## config.mk

```make
export PLATFORM = sky130hd
export DESIGN_NAME = tli_ctrl
export DESIGN_NICKNAME = d
export VERILOG_FILES = /design/src/rtl/core/tli_pkg.sv /design/src/rtl/core/tli_ctrl.sv
export SDC_FILE = /design/constraint.sdc
export NUM_CORES = 1
export LEC_CHECK = 0
export BUFFER_PORTS_ARGS = -buffer_cell sky130_fd_sc_hd__buf_4
export CAP_MARGIN = 20
export CORE_AREA = 2 2 39 41
export DETAILED_ROUTE_END_ITERATION = 8
export DIE_AREA = 0 0 41 43
export GPL_ROUTABILITY_DRIVEN = 0
export PLACE_DENSITY = 0.55
export SLEW_MARGIN = 20
export SYNTH_ARGS = -nofsm -noshare
export SYNTH_HDL_FRONTEND = slang
export SYNTH_SLANG_ARGS = --single-unit
```

## constraint.sdc

```tcl
create_clock -name clk -period 1.64 [get_ports clk]
set_input_delay 0.164 -clock clk [delete_from_list [all_inputs] [get_ports clk]]
set_output_delay 0.164 -clock clk [all_outputs]
set_load 0.05 [all_outputs]
```

## src/rtl/core/tli_pkg.sv

```systemverilog
package tli_pkg;

    // store depths; program depth is taken as a power of two so that load addresses wrap
    localparam int PROG_DEPTH = 1024;
    localparam int TAPE_DEPTH = 1024;

    localparam int PA_W = $clog2(PROG_DEPTH);
    localparam int PC_W = $clog2(PROG_DEPTH + 1);
    localparam int TA_W = $clog2(TAPE_DEPTH);
    localparam int LA_W = 10;
    localparam int CH_W = 8;

    localparam logic OP_LOAD = 1'b0;
    localparam logic OP_EXEC = 1'b1;

    localparam logic [CH_W-1:0] CH_INC   = 8'h2B;
    localparam logic [CH_W-1:0] CH_DEC   = 8'h2D;
    localparam logic [CH_W-1:0] CH_RIGHT = 8'h3E;
    localparam logic [CH_W-1:0] CH_LEFT  = 8'h3C;
    localparam logic [CH_W-1:0] CH_OUT   = 8'h2E;
    localparam logic [CH_W-1:0] CH_OPEN  = 8'h5B;
    localparam logic [CH_W-1:0] CH_CLOSE = 8'h5D;

    typedef struct packed {
        logic clear;
        logic load;
        logic finish;
        logic exec;
        logic scan_init;
        logic scan;
    } tli_cmd_t;

    typedef struct packed {
        logic halt;
        logic runnable;
        logic jump;
        logic scan_end;
        logic clr_last;
    } tli_status_t;

endpackage

```

## src/rtl/core/tli_ctrl.sv

```systemverilog
module tli_ctrl
    import tli_pkg::*;
(
    input  logic        clk,
    input  logic        rst_n,
    input  logic        start,
    input  logic        opcode,
    input  tli_status_t st,
    output tli_cmd_t    cmd,
    output logic        busy,
    output logic        done
);

    typedef enum logic [3:0] {
        ST_CLEAR = 4'b0001,
        ST_IDLE  = 4'b0010,
        ST_EXEC  = 4'b0100,
        ST_SCAN  = 4'b1000
    } tli_state_t;

    tli_state_t state_reg;
    tli_state_t state_next;
    logic       done_reg;
    logic       done_next;

    always_comb
    begin
        state_next = state_reg;
        done_next  = 1'b0;
        cmd        = '0;
        case (state_reg)
            ST_CLEAR:
            begin
                cmd.clear = 1'b1;
                if (st.clr_last)
                begin
                    state_next = ST_IDLE;
                end
            end
            ST_IDLE:
            begin
                if (start)
                begin
                    if (opcode == OP_LOAD)
                    begin
                        cmd.load  = 1'b1;
                        done_next = 1'b1;
                    end
                    else if (st.halt || !st.runnable)
                    begin
                        cmd.finish = 1'b1;
                        done_next  = 1'b1;
                    end
                    else
                    begin
                        state_next = ST_EXEC;
                    end
                end
            end
            ST_EXEC:
            begin
                if (st.jump)
                begin
                    cmd.scan_init = 1'b1;
                    state_next    = ST_SCAN;
                end
                else
                begin
                    cmd.exec   = 1'b1;
                    done_next  = 1'b1;
                    state_next = ST_IDLE;
                end
            end
            ST_SCAN:
            begin
                cmd.scan = 1'b1;
                if (st.scan_end)
                begin
                    done_next  = 1'b1;
                    state_next = ST_IDLE;
                end
            end
            default:
            begin
                state_next = ST_IDLE;
            end
        endcase
    end

    always_ff @(posedge clk or negedge rst_n)
    begin
        if (!rst_n)
        begin
            state_reg <= ST_CLEAR;
            done_reg  <= 1'b0;
        end
        else
        begin
            state_reg <= state_next;
            done_reg  <= done_next;
        end
    end

    assign busy = (state_reg != ST_IDLE);
    assign done = done_reg;

endmodule

```

==> metrics.md <==
| Metric | Value |
|---|---|
| Area Overhead vs Synth | 72.00% |
| N_diodes | 0 |
| All-Layer GR Usage | 10.28% |
| Clock sink total | 5 |
| Vias in the first global route | 310 |
| Setup slack at placement | 0.2450 ns |
| Register Area | 127.6 um^2 |
| Largest stage delay on the critical path | 0.39 ns |
| DIE WIDTH | 41 um |
| Buf/Inv on CP | 2 |
| Maximum VDD drop | 0.2670 mV |
| Synth warnings | 0 |
| Sequential share of the synthesized area | 40.40% |
| Tcrit/Tclk final | 95.42% |
| Setup ws final | 0.07516 ns |
| Worst slew pin tran | 0.2513 ns |
| Post-route minimum period | 1.565 ns |
| DR WL/cell | 10.58 um |
| CP required | 1.48 ns |
| RSZ-0062 raised after global routing | yes |
| CTS tree | yes |
| Critical path arrival | 1.40 ns |
| Vias per cell | 4.653 |
| Crit. End Element | output port |
| DR pass1 iterations | 1 |
| DP HPWL | 605.6 um |
| Max reg flops | 4 |
| Yosys top cell area share | 32.00% |
| Design Area, Final | 538.0 um^2 |
| Initial DRC Count | 0 |
| Worst-case clock skew | 0.006964 ns |
| Synthesized Nets | 43 |
| DR DRC count | 0 |
| Core Area | 1384 um^2 |
| Fmax | 0.6390 GHz |
| Area of the multi-input gates | 206.4 um^2 |
| Max-Cap Viols | 0 |
| Clk Tree Root Cell | clkbuf_4 |
| Clock slew at reported path FFs | 0.05 ns |
| First-pass GRT wire length | 1152 um |
| Routed Antenna Nets | 0 |
| Setup Buffers After CTS | 0 |
| FF+latch count, synth | 5 |
| H-Tree Depth | 1 |
| Slowest CP cell | dfrtp_1 |
| GR Overflow Total | 0 |
| P per Cell Area | 643.0 nW/um^2 |
| Crit Path Max Fanout | 7 |
| Rows | 14 |
| Leak | 0.0002626 uW |
| Cells after Synth | 34 |
| CTS Buffer Depth | 2 |
| Most frequent CP cell | buf_4 |
| Clock Latency Late Sink | 0.25 ns |
| Final setup fails | 0 |
| Via count | 335 |
| Filler cells | 147 |
| Syn Std Cell Area | 312.8 um^2 |
| Critical path class | flip-flop to output port |
| Initial Util | 22.60% |
| Cells along the critical path | buf_4 > nor2b_2 > and3_1 > buf_4 |
| Slew Limit Fails | 0 |
| Area after DPL | 481.7 um^2 |
| Cell variety after synth | 18 |
| CP top delay family | flip-flops |
| Startpoint types | flip-flop |
| Layout Nets | 66 |
| Syn avg cell area | 9.200 um^2 |
| Setup TNS | 0 ns |
| Die Height | 43 um |
| Largest area contributor in the synthesized netlist | dfrtp_1 |
| Setup slack, reg-to-reg | 0.27 ns |
| Final Power | 345.9 uW |
| Final Hold Viols | 0 |
| Largest net degree at the start of global routing | 9 |
| Port Buffers | 16 |
| Num ports | 17 |
| Routed WL | 762 um |
| Top cells by area, synth | dfrtp_1, dfstp_2, nor2_1, and3b_1, nor4b_1 |
| Die area | 1763 um^2 |
| Worst Hold Class | input pin to flip-flop |
| Outcome | completed |
| Total CTS buffers | 3 |
| Ratio of cells with drive above 1 in the final layout | 53.57% |
| Initial antenna violation count | 0 |
| Max_slew headroom | 83.18% |
kinds of logic (layout without fill, tap and decap cells):
| group | after synthesis | in the layout | synth area share (%) |
|---|---|---|---|
| flip-flops | 5 | 5 | 40.40 |
| buffers and inverters | 3 | 25 | 4.802 |
| AO/OA/AOI/OAI | 5 | 5 | 11.20 |
| AND/OR/NAND/NOR | 21 | 21 | 43.60 |
stage by stage:
stage	utilization [%]	hold WS, ns	instances
2_1_floorplan	-	-0.1316	34
5_1_grt	38.88	0.03050	72
3_3_place_gp	34.81	-0.03159	67
6_report	38.88	0.04190	72
4_1_cts	37.61	0.03516	72
3_5_place_dp	34.81	-0.03160	67
final cells by class:
cell class | count | share of cell area (%)
flip-flops and latches | 5 | 23.72
clock inverters | 1 | 0.9302
repair buffers | 19 | 27.67
well taps | 16 | 3.721
clock buffers | 3 | 4.186
multi-input cells | 26 | 38.37
inverters | 2 | 1.395
repair_timing:
item                                   4_1_cts  5_1_grt
setup endpoints to repair                    2        3
gates resized for setup                      1        4
pin swaps                                    0        2
hold buffers                                 1        0
endpoints found under the hold margin        5        0
Yosys cell counts:
| cell | n |
|---|---|
| a211oi_2 | 1 |
| a22oi_1 | 1 |
| and3_1 | 2 |
| and3b_1 | 2 |
| buf_4 | 1 |
| dfrtp_1 | 4 |
| dfstp_2 | 1 |
| inv_1 | 2 |
| nand2_1 | 2 |
| nor2_1 | 5 |
| nor2b_1 | 2 |
| nor3_1 | 2 |
| nor3b_1 | 1 |
| nor4b_1 | 2 |
| nor4b_2 | 1 |
| o21ai_0 | 1 |
| o21ai_1 | 2 |
| or3b_1 | 2 |
cell usage in the layout, fill, tap and decap left out, types with 2 or more instances in the layout:
cell type and n:
buf_4 17, and3_1 2, clkbuf_4 3, nor3_1 2, inv_1 2, nor4b_4 2
nor2_1 5, o21ai_1 2, and3b_1 2, dfrtp_1 3, or3b_1 2
where the power goes:
part           switching [uW]  internal, uW
clock network            54.6          88.4
registers                2.67           127
logic                    41.5          31.5
path summary, 6_finish.rpt:
kind,cells after the start,to,startpoint
worst max-delay path,4,cmd[1],state_reg[2]
min in group asynchronous,2,state_reg[3],rst_n
worst min-delay path,2,state_reg[0],st[0]
worst max register to register,3,state_reg[1],state_reg[0]
worst min register to register,1,state_reg[3],state_reg[1]
max in group asynchronous,2,state_reg[0],rst_n
metal layers:
metal | wire (um) | vias up | track usage [%]
met5 | 0 | - | 0
met4 | 17 | 0 | 12.00
met3 | 53 | 2 | 1.571
met2 | 413 | 11 | 14.37
met1 | 278 | 157 | 11.40
li1 | - | 165 | -
Power figures use the tool's default switching activity.
